File: config.mk
export PLATFORM = sky130hd
export DESIGN_NAME = pedal_to_hbridge_drive_top
export DESIGN_NICKNAME = d
export VERILOG_FILES = /design/src/sv/pdh_pkg.sv /design/src/sv/pdh_cfg.sv /design/src/sv/pdh_chan.sv /design/src/sv/pedal_to_hbridge_drive_top.sv
export SDC_FILE = /design/constraint.sdc
export NUM_CORES = 1
export LEC_CHECK = 0
export BUFFER_PORTS_ARGS = -buffer_cell sky130_fd_sc_hd__buf_2
export CAP_MARGIN = 10
export CORE_ASPECT_RATIO = 0.9
export CORE_MARGIN = 4
export CORE_UTILIZATION = 50
export CTS_CLUSTER_DIAMETER = 50
export CTS_CLUSTER_SIZE = 30
export DETAILED_ROUTE_END_ITERATION = 7
export PLACE_DENSITY = 0.78
export SLEW_MARGIN = 15
export SYNTH_ARGS = -nofsm -noshare
export SYNTH_HDL_FRONTEND = slang
export SYNTH_SLANG_ARGS = --single-unit
File: constraint.sdc
create_clock -name i_clk -period 9.6 [get_ports i_clk]
set_input_delay 0.96 -clock i_clk [delete_from_list [all_inputs] [get_ports i_clk]]
set_output_delay 0.96 -clock i_clk [all_outputs]
set_load 0.02 [all_outputs]
File: src/sv/pdh_pkg.sv
package pdh_pkg;

    // Field widths of the pedal sample and of the drive result.
    localparam int unsigned PCT_IN_W = 8;
    localparam int unsigned PCT_W    = 7;
    localparam int unsigned DUTY_W   = 14;
    localparam int unsigned SDUTY_W  = 15;
    localparam int unsigned DB_W     = 7;

    // Largest duty ceiling that a register write may store.
    localparam int unsigned DUTY_LIMIT = 10000;

    // Full pedal in percent.
    localparam logic [PCT_IN_W-1:0] PCT_FULL = PCT_IN_W'(100);

    // Division by 100 as a multiply by a rounded-up reciprocal and a shift.
    // The error stays below one unit for every product of percent and ceiling.
    localparam int unsigned RECIP_SHIFT = 27;
    localparam int unsigned RECIP_K     = ((2 ** RECIP_SHIFT) + 99) / 100;
    localparam int unsigned RECIP_W     = 21;
    localparam int unsigned SCALE_W     = DUTY_W + RECIP_W;
    localparam int unsigned PROD_W      = SCALE_W + PCT_W;

    // Reset values of the configuration registers.
    localparam logic [DUTY_W-1:0]  CEIL_RESET  = DUTY_W'(DUTY_LIMIT % (2 ** DUTY_W));
    localparam logic [SCALE_W-1:0] SCALE_RESET =
        SCALE_W'(CEIL_RESET) * SCALE_W'(RECIP_K);
    localparam logic [DB_W-1:0]    DB_RESET    = DB_W'(5);

    // Register indexes of the configuration port.
    typedef enum logic [1:0] {
        REG_ENABLE   = 2'd0,
        REG_REVERSE  = 2'd1,
        REG_CEILING  = 2'd2,
        REG_DEADBAND = 2'd3
    } t_reg_idx;

    // Drive sign that each channel keeps.
    typedef enum logic [1:0] {
        SIGN_STOP = 2'd0,
        SIGN_FWD  = 2'd1,
        SIGN_REV  = 2'd2
    } t_sign;

    // Configuration as seen by the datapath.
    typedef struct packed {
        logic               enable;
        logic               reverse;
        logic [DB_W-1:0]    deadband;
        logic [SCALE_W-1:0] scale;
        logic               sign_clr;
    } t_cfg;

    // Per-beat command to a drive channel.
    typedef struct packed {
        logic              step;
        logic              clear;
        logic              run;
        t_sign             tgt;
        logic [DUTY_W-1:0] mag;
    } t_chan_cmd;

endpackage

File: src/sv/pdh_cfg.sv
module pdh_cfg (
    input  logic                i_clk,
    input  logic                i_rst_n,
    input  logic                psel,
    input  logic                penable,
    input  logic                pwrite,
    input  logic [3:0]          paddr,
    input  logic [31:0]         pwdata,
    output logic [31:0]         prdata,
    output logic                pready,
    output pdh_pkg::t_cfg       o_cfg
);

    logic                          r_enable;
    logic                          r_reverse;
    logic [pdh_pkg::DUTY_W-1:0]    r_ceiling;
    logic [pdh_pkg::SCALE_W-1:0]   r_scale;
    logic [pdh_pkg::DB_W-1:0]      r_deadband;

    logic                          w_wr;
    pdh_pkg::t_reg_idx             w_idx;
    logic [pdh_pkg::DUTY_W-1:0]    w_ceil_lim;
    logic [pdh_pkg::SCALE_W-1:0]   w_scale;
    logic                          w_sign_clr;

    assign pready = 1'b1;
    assign w_wr   = psel && penable && pwrite && pready;
    assign w_idx  = pdh_pkg::t_reg_idx'(paddr[3:2]);

    // A ceiling write keeps the low 14 bits and saturates to the duty limit.
    assign w_ceil_lim = ({3'b000, pwdata[pdh_pkg::DUTY_W-1:0]} >
                         17'(pdh_pkg::DUTY_LIMIT)) ?
                        pdh_pkg::DUTY_W'(pdh_pkg::DUTY_LIMIT) :
                        pwdata[pdh_pkg::DUTY_W-1:0];

    // The ceiling is kept premultiplied by the reciprocal of 100.
    assign w_scale = pdh_pkg::SCALE_W'(w_ceil_lim) *
                     pdh_pkg::SCALE_W'(pdh_pkg::RECIP_K);

    // Enable and direction writes clear both channel signs at the write edge.
    assign w_sign_clr = w_wr && ((w_idx == pdh_pkg::REG_ENABLE) ||
                                 (w_idx == pdh_pkg::REG_REVERSE));

    // Register writes.
    always_ff @(posedge i_clk) begin
        if (!i_rst_n) begin
            r_enable   <= 1'b0;
            r_reverse  <= 1'b0;
            r_ceiling  <= pdh_pkg::CEIL_RESET;
            r_scale    <= pdh_pkg::SCALE_RESET;
            r_deadband <= pdh_pkg::DB_RESET;
        end else begin
            if (w_wr) begin
                unique case (w_idx)
                    pdh_pkg::REG_ENABLE: begin
                        r_enable   <= pwdata[0];
                    end
                    pdh_pkg::REG_REVERSE: begin
                        r_reverse  <= pwdata[0];
                    end
                    pdh_pkg::REG_CEILING: begin
                        r_ceiling <= w_ceil_lim;
                        r_scale   <= w_scale;
                    end
                    pdh_pkg::REG_DEADBAND: begin
                        r_deadband <= pwdata[pdh_pkg::DB_W-1:0];
                    end
                endcase
            end
        end
    end

    // Read-back multiplexer.
    always_comb begin
        prdata = 32'd0;
        unique case (w_idx)
            pdh_pkg::REG_ENABLE:   prdata = {31'd0, r_enable};
            pdh_pkg::REG_REVERSE:  prdata = {31'd0, r_reverse};
            pdh_pkg::REG_CEILING:  prdata = 32'(r_ceiling);
            pdh_pkg::REG_DEADBAND: prdata = 32'(r_deadband);
        endcase
    end

    assign o_cfg.enable   = r_enable;
    assign o_cfg.reverse  = r_reverse;
    assign o_cfg.deadband = r_deadband;
    assign o_cfg.scale    = r_scale;
    assign o_cfg.sign_clr = w_sign_clr;

endmodule

File: src/sv/pdh_chan.sv
module pdh_chan (
    input  logic                               i_clk,
    input  logic                               i_rst_n,
    input  pdh_pkg::t_chan_cmd                 i_cmd,
    output logic [pdh_pkg::DUTY_W-1:0]         o_fwd,
    output logic [pdh_pkg::DUTY_W-1:0]         o_rev,
    output logic signed [pdh_pkg::SDUTY_W-1:0] o_sgn
);

    pdh_pkg::t_sign r_sign;
    pdh_pkg::t_sign n_sign;
    logic           w_flip;

    // A request against the kept sign is a reversal.
    assign w_flip = (r_sign != pdh_pkg::SIGN_STOP) && (r_sign != i_cmd.tgt);

    // Duty selection and next sign for this beat.
    always_comb begin
        n_sign = r_sign;
        o_fwd  = '0;
        o_rev  = '0;
        o_sgn  = '0;
        if (!i_cmd.run || (i_cmd.mag == '0) || w_flip) begin
            // Stopped, zero duty, or the idle step of a reversal.
            n_sign = pdh_pkg::SIGN_STOP;
        end else begin
            n_sign = i_cmd.tgt;
            if (i_cmd.tgt == pdh_pkg::SIGN_FWD) begin
                o_fwd = i_cmd.mag;
                o_sgn = $signed({1'b0, i_cmd.mag});
            end else begin
                o_rev = i_cmd.mag;
                o_sgn = -$signed({1'b0, i_cmd.mag});
            end
        end
    end

    // Sign register.
    always_ff @(posedge i_clk) begin
        if (!i_rst_n) begin
            r_sign <= pdh_pkg::SIGN_STOP;
        end else if (i_cmd.clear) begin
            r_sign <= pdh_pkg::SIGN_STOP;
        end else if (i_cmd.step) begin
            r_sign <= n_sign;
        end
    end

endmodule

File: src/sv/pedal_to_hbridge_drive_top.sv
// An accepted pedal beat is held in the input register and then in the result register.
// Throughput: one beat per cycle while the result side accepts; one input register and one
// result register, with a single multiply by the premultiplied ceiling between them.
// Reset (synchronous, active low) empties both registers, stops both channels,
// and loads the configuration defaults: disabled, forward, full ceiling, deadband 5.
module pedal_to_hbridge_drive_top (
    input  logic        i_clk,
    input  logic        i_rst_n,
    // Pedal input stream.
    input  logic        i_s_axis_tvalid,
    output logic        o_s_axis_tready,
    input  logic [7:0]  i_s_axis_tdata,  // [7:0] pedal_percent
    input  logic [0:0]  i_s_axis_tuser,  // [0] pedal_valid
    // Drive result stream.
    output logic        o_m_axis_tvalid,
    input  logic        i_m_axis_tready,
    // [6:0] pedal_shown, [20:7] left_fwd_duty, [34:21] left_rev_duty,
    // [48:35] right_fwd_duty, [62:49] right_rev_duty,
    // [77:63] left_signed_duty, [92:78] right_signed_duty, [95:93] zero
    output logic [95:0] o_m_axis_tdata,
    // Configuration port.
    input  logic        psel,
    input  logic        penable,
    input  logic        pwrite,
    input  logic [3:0]  paddr,
    input  logic [31:0] pwdata,
    output logic [31:0] prdata,
    output logic        pready
);

    pdh_pkg::t_cfg                      w_cfg;
    pdh_pkg::t_chan_cmd                 w_cmd;

    logic                               r_in_valid;
    logic                               r_in_pvalid;
    logic [pdh_pkg::PCT_IN_W-1:0]       r_in_pct;

    logic                               r_out_valid;
    logic [pdh_pkg::PCT_W-1:0]          r_out_pct;
    logic [pdh_pkg::DUTY_W-1:0]         r_lf;
    logic [pdh_pkg::DUTY_W-1:0]         r_lr;
    logic [pdh_pkg::DUTY_W-1:0]         r_rf;
    logic [pdh_pkg::DUTY_W-1:0]         r_rr;
    logic signed [pdh_pkg::SDUTY_W-1:0] r_ls;
    logic signed [pdh_pkg::SDUTY_W-1:0] r_rs;

    logic                               w_adv;
    logic                               w_s_acc;
    logic [pdh_pkg::PCT_W-1:0]          w_pct;
    logic [pdh_pkg::PROD_W-1:0]         w_prod;
    logic                               w_run;
    logic [pdh_pkg::DUTY_W-1:0]         w_lf;
    logic [pdh_pkg::DUTY_W-1:0]         w_lr;
    logic [pdh_pkg::DUTY_W-1:0]         w_rf;
    logic [pdh_pkg::DUTY_W-1:0]         w_rr;
    logic signed [pdh_pkg::SDUTY_W-1:0] w_ls;
    logic signed [pdh_pkg::SDUTY_W-1:0] w_rs;

    pdh_cfg u_cfg (
        .i_clk   (i_clk),
        .i_rst_n (i_rst_n),
        .psel    (psel),
        .penable (penable),
        .pwrite  (pwrite),
        .paddr   (paddr),
        .pwdata  (pwdata),
        .prdata  (prdata),
        .pready  (pready),
        .o_cfg   (w_cfg)
    );

    // Handshake: the input register moves on whenever the result register is empty or being taken.
    assign w_adv           = r_in_valid && (!r_out_valid || i_m_axis_tready);
    assign o_s_axis_tready = !r_in_valid || w_adv;
    assign w_s_acc         = i_s_axis_tvalid && o_s_axis_tready;

    // Input register.
    always_ff @(posedge i_clk) begin
        if (!i_rst_n) begin
            r_in_valid <= 1'b0;
        end else if (w_s_acc) begin
            r_in_valid <= 1'b1;
        end else if (w_adv) begin
            r_in_valid <= 1'b0;
        end
    end

    always_ff @(posedge i_clk) begin
        if (w_s_acc) begin
            r_in_pvalid <= i_s_axis_tuser[0];
            r_in_pct    <= i_s_axis_tdata;
        end
    end

    // Percent clamp; an invalid sample reads as zero.
    always_comb begin
        w_pct = '0;
        if (r_in_pvalid) begin
            w_pct = (r_in_pct > pdh_pkg::PCT_FULL) ?
                    pdh_pkg::PCT_W'(pdh_pkg::PCT_FULL) : r_in_pct[pdh_pkg::PCT_W-1:0];
        end
    end

    // Stop decision and duty magnitude: percent times ceiling over 100.
    assign w_run  = w_cfg.enable && r_in_pvalid && (w_pct >= w_cfg.deadband);
    assign w_prod = pdh_pkg::PROD_W'(w_pct) * pdh_pkg::PROD_W'(w_cfg.scale);

    assign w_cmd.step  = w_adv;
    assign w_cmd.clear = w_cfg.sign_clr;
    assign w_cmd.run   = w_run;
    assign w_cmd.tgt   = w_cfg.reverse ? pdh_pkg::SIGN_REV : pdh_pkg::SIGN_FWD;
    assign w_cmd.mag   =
        w_prod[pdh_pkg::RECIP_SHIFT+pdh_pkg::DUTY_W-1:pdh_pkg::RECIP_SHIFT];

    pdh_chan u_left (
        .i_clk   (i_clk),
        .i_rst_n (i_rst_n),
        .i_cmd   (w_cmd),
        .o_fwd   (w_lf),
        .o_rev   (w_lr),
        .o_sgn   (w_ls)
    );

    pdh_chan u_right (
        .i_clk   (i_clk),
        .i_rst_n (i_rst_n),
        .i_cmd   (w_cmd),
        .o_fwd   (w_rf),
        .o_rev   (w_rr),
        .o_sgn   (w_rs)
    );

    // Result register.
    always_ff @(posedge i_clk) begin
        if (!i_rst_n) begin
            r_out_valid <= 1'b0;
        end else if (w_adv) begin
            r_out_valid <= 1'b1;
        end else if (i_m_axis_tready) begin
            r_out_valid <= 1'b0;
        end
    end

    always_ff @(posedge i_clk) begin
        if (w_adv) begin
            r_out_pct <= w_pct;
            r_lf      <= w_lf;
            r_lr      <= w_lr;
            r_rf      <= w_rf;
            r_rr      <= w_rr;
            r_ls      <= w_ls;
            r_rs      <= w_rs;
        end
    end

    assign o_m_axis_tvalid = r_out_valid;
    assign o_m_axis_tdata  = {3'b000, r_rs, r_ls, r_rr, r_rf, r_lr, r_lf, r_out_pct};

    // A channel never drives both directions in one beat.
    a_no_shoot: assert property (@(posedge i_clk) disable iff (!i_rst_n)
        r_out_valid |-> !((r_lf != '0) && (r_lr != '0)))
        else $error("left channel drives forward and reverse at once");

    // The signed duty agrees with the forward and reverse duties.
    a_signed_match: assert property (@(posedge i_clk) disable iff (!i_rst_n)
        r_out_valid |-> (r_ls == ($signed({1'b0, r_lf}) - $signed({1'b0, r_lr}))))
        else $error("left signed duty disagrees with its direction duties");

    // Both channels see the same commands and must stay in step.
    a_chan_sync: assert property (@(posedge i_clk) disable iff (!i_rst_n)
        r_out_valid |-> (r_ls == r_rs) && (r_lf == r_rf) && (r_lr == r_rr))
        else $error("left and right channels diverged");

    // The shown percent is clamped to full pedal.
    a_pct_clamp: assert property (@(posedge i_clk) disable iff (!i_rst_n)
        r_out_valid |-> (r_out_pct <= pdh_pkg::PCT_W'(pdh_pkg::PCT_FULL)))
        else $error("shown pedal percent above full pedal");

endmodule

==> metrics.yaml <==
synth_top_area_share_pct: 25.8
start_util_pct: 50.6
ir_worst_vdd_uv: 242
fillCellCount: 3272
finClkSkew_ps: 12.9
yosys.area_share.simple_pct: 17.8
synth_mux_area_share_pct: 1.05
ys_seq_area_share_pct: 22.6
yosysWarningCount: 0
postCtsSetupBuffers: 0
die-area_um2: 40700
synth_xor_area_share_pct: 1.87
place_congestion: 0.926
reg2reg_depth: 26
clkPwrFrac_pct: 14.4
viasPerCell: 5.51
htree_levels: 4
crit_required_ps: 9760
dr.pass1.iters: 5
synth_top_family_by_area: "adder cells"
multi_input_area_um2: 13000
grt_overflow: 0
max-slew-margin-rel_pct: 29.8
final_cell_area_um2: 20400
grt_pass1_vias: 14500
worst-path-max-fanout: 29
via_count: 14000
holdPathStages: 2
async_flop_share_pct: 0
ios: 183
wirelength_um: 45900
dieWidth_um: 212
endpoint_kind: "flip-flop"
max-cap-violations: 0
grt_usage_pct: 23.1
startpoint_type: "flip-flop"
synth_top_cell_by_area: "fa_1"
postCtsHoldBufs: 0
finalCriticalPeriod_ps: 8580
grt_pass1_wl_um: 75000
rsz0062_at_grt: "no"
p_sw_share_pct: 47.2
fp.coreArea_um2: 37100
syn_avg_cell_area_um2: 9.65
setup_viol: 0
antenna_left: 0
final_hold_viol_count: 0
cts_made_buffers: 17
cts_root_buf: "clkbuf_16"
yosys-top-cells-area: "fa_1 26%, edfxtp_1 16%, ha_1 13%"
synth_ff_type: "edfxtp_1"
synthAdderAreaFrac_pct: 38.6
setup-tns-final_ps: 0
register_area_um2: 4240
final_max_slew_viol_count: 0
clkTransAtPathRegs_ps: 70
hpwl_um: 36500
hp-class: "flip-flop to flip-flop"
antenna_found_initial: 1
wire_per_inst_um: 18.0
clock_path_buffers: 2
worstMarginPinSlew_ps: 1050
fmax_ghz: 0.116
power_density_nw_per_um2: 223
p_leak_nw: 10.1
area_growth_pct: 8.64
syn_inst: 1946
cts.sinks: 161
grt_max_degree: 86
fin_nets: 2537
path_class: "flip-flop to flip-flop"
power.internal_mw: 2.40
cts_tree: "done"
drive_above_1_share_pct: 11.3
power_frac_comb_pct: 67.8
fp-row-count: 67
num_antenna_cells: 0
fin_crit_sh_pct: 89.4
die_y_um: 192
port_buffers: 140
insertion_delay_ps: 450
synth-compound-area-share_pct: 9.58
syn_area_um2: 18800
dpl_cell_area_um2: 19800
outcome: "finished, final reports clean"
p_seq_share_pct: 17.8
worstPathArrival_ps: 8740
synth_seq_cells: 161
drc: 0
netSwitchingPower_mw: 2.15
cts_resized: 0
ys_types: 86
synth_edf_count: 102
drt_iter0_drc: 1075
worst paths after layout:
path | slack, ps | endpoint | startpoint
min | 470 | u_cfg.r_ceiling[7]$_SDFFE_PN0P_ | u_cfg.r_ceiling[7]$_SDFFE_PN0P_
max reg2reg | 1020 | r_lr[11]$_SDFFCE_PP0P_ | r_in_pct[4]$_DFFE_PP_
min reg2reg | 470 | u_cfg.r_ceiling[7]$_SDFFE_PN0P_ | u_cfg.r_ceiling[7]$_SDFFE_PN0P_
max | 1020 | r_lr[11]$_SDFFCE_PP0P_ | r_in_pct[4]$_DFFE_PP_
logic make-up (layout without fill, tap and decap cells):
| kind of cell | Yosys count | in the layout |
|---|---|---|
| AO/OA/AOI/OAI | 263 | 263 |
| XOR/XNOR | 40 | 40 |
| adder cells (fa/ha/maj) | 434 | 434 |
| buffers and inverters | 387 | 485 |
| flip-flops | 161 | 161 |
| multiplexers | 18 | 18 |
| other | 2 | 22 |
| AND/OR/NAND/NOR | 641 | 641 |
power by group through the flow:
| stage | sequential (mW) | clock (mW) | combinational [mW] |
|---|---|---|---|
| 2_1_floorplan | 0.824 | 0 | 2.38 |
| 3_5_place_dp | 0.822 | 0 | 3.03 |
| 4_1_cts | 0.807 | 0.666 | 3.06 |
| 6_report | 0.809 | 0.656 | 3.09 |
| 5_1_grt | 0.813 | 0.692 | 3.51 |
| 3_3_place_gp | 0.820 | 0 | 2.95 |
synth_stat cells (11+ instances only):
| cell type | count |
|---|---|
| and2_1 | 147 |
| nand4_1 | 13 |
| a21oi_1 | 55 |
| nor3_1 | 24 |
| a21o_1 | 28 |
| nand2_1 | 164 |
| dfxtp_1 | 59 |
| a21boi_0 | 11 |
| inv_1 | 286 |
| clkbuf_1 | 60 |
| mux2i_1 | 14 |
| edfxtp_1 | 102 |
| o211ai_1 | 16 |
| xor2_1 | 17 |
| o21ai_0 | 54 |
| nor2b_1 | 25 |
| fa_1 | 242 |
| nand3_1 | 21 |
| o21a_1 | 13 |
| and3_1 | 73 |
| a211oi_1 | 12 |
| nor2_1 | 114 |
| xnor2_1 | 23 |
| ha_1 | 192 |
| buf_4 | 23 |
through the flow:
step | util (%) | total power, mW | hold WS, ps | cells | setup WS, ps
floorplan | - | 3.21 | 439 | 1966 | 2110
global placement | 53.4 | 3.77 | 459 | 2515 | 1230
detailed placement | 53.4 | 3.85 | 462 | 2515 | 985
CTS | 54.9 | 4.53 | 472 | 2547 | 1090
global route | 54.9 | 5.02 | 495 | 2547 | 537
finish | 54.9 | 4.55 | 467 | 2547 | 1020
flip-flops by register name, indices dropped and copies added (netlist names), 2 cells and up:
signal            cells
r_lr                 14
u_cfg.r_deadband      7
r_ls                 15
u_left.r_sign         2
r_lf                 14
r_rf                 14
r_rr                 14
u_cfg.r_ceiling      14
r_out_pct             7
u_cfg.r_scale        30
r_in_pct              8
u_right.r_sign        2
r_rs                 15
critical path, cell delays in order (launching register included):
cell and delay [ps]:
edfxtp_1 370, buf_4 240, o211a_4 310, nor4b_4 740, buf_4 320, buf_4 240
and2_1 180, fa_1 430, fa_1 470, fa_1 540, inv_1 50, fa_1 530
inv_1 40, ha_1 350, nand4_1 150, nor4_1 430, nand2_1 90, a21oi_1 180
o21a_1 160, or2_2 190, ha_1 180, inv_1 50, or4_1 580, a2111oi_2 360
and4_4 320, or4_1 590, nor2_1 150
layout by cell type, fill, tap and decap left out, types with 7 or more instances in the layout:
cell type and count:
ha_1 192, xor2_1 17, fa_1 242, buf_4 25, a211oi_1 12, xnor2_1 23
nor2b_1 25, nand2_1 164, dfxtp_1 59, nor2_1 114, nand4_1 13, o21ai_0 54
nand3_1 21, nor3_1 23, and2_1 147, a31oi_1 9, a21boi_0 11, conb_1 22
a21o_1 28, o211ai_1 16, clkbuf_16 17, or3_1 8, and3_1 73, o21a_1 13
mux2i_1 14, or4_1 9, buf_2 140, a21oi_1 55, edfxtp_1 102, or2_2 7
inv_1 285, nand2b_1 7
final cells by class:
type / instances / share of cell area (%)
Multi-Input combinational cell: 1418 / 63.8
Sequential cell: 161 / 20.8
Timing Repair Buffer: 165 / 4.35
Clock inverter: 14 / 0.632
Tap cell: 483 / 2.96
Inverter: 288 / 5.31
Clock buffer: 18 / 2.10
metal layers:
layer / share of wire, % / global-route usage (%) / wire, um / up-vias
met5: 0 / 0 / 0 / -
met4: 1.7 / 5.80 / 795 / 0
met3: 5.5 / 2.89 / 2520 / 46
met2: 49 / 38.7 / 22500 / 420
met1: 44 / 32.1 / 20100 / 6949
li1: - / - / - / 6609
(Power assumes the default switching activity.)
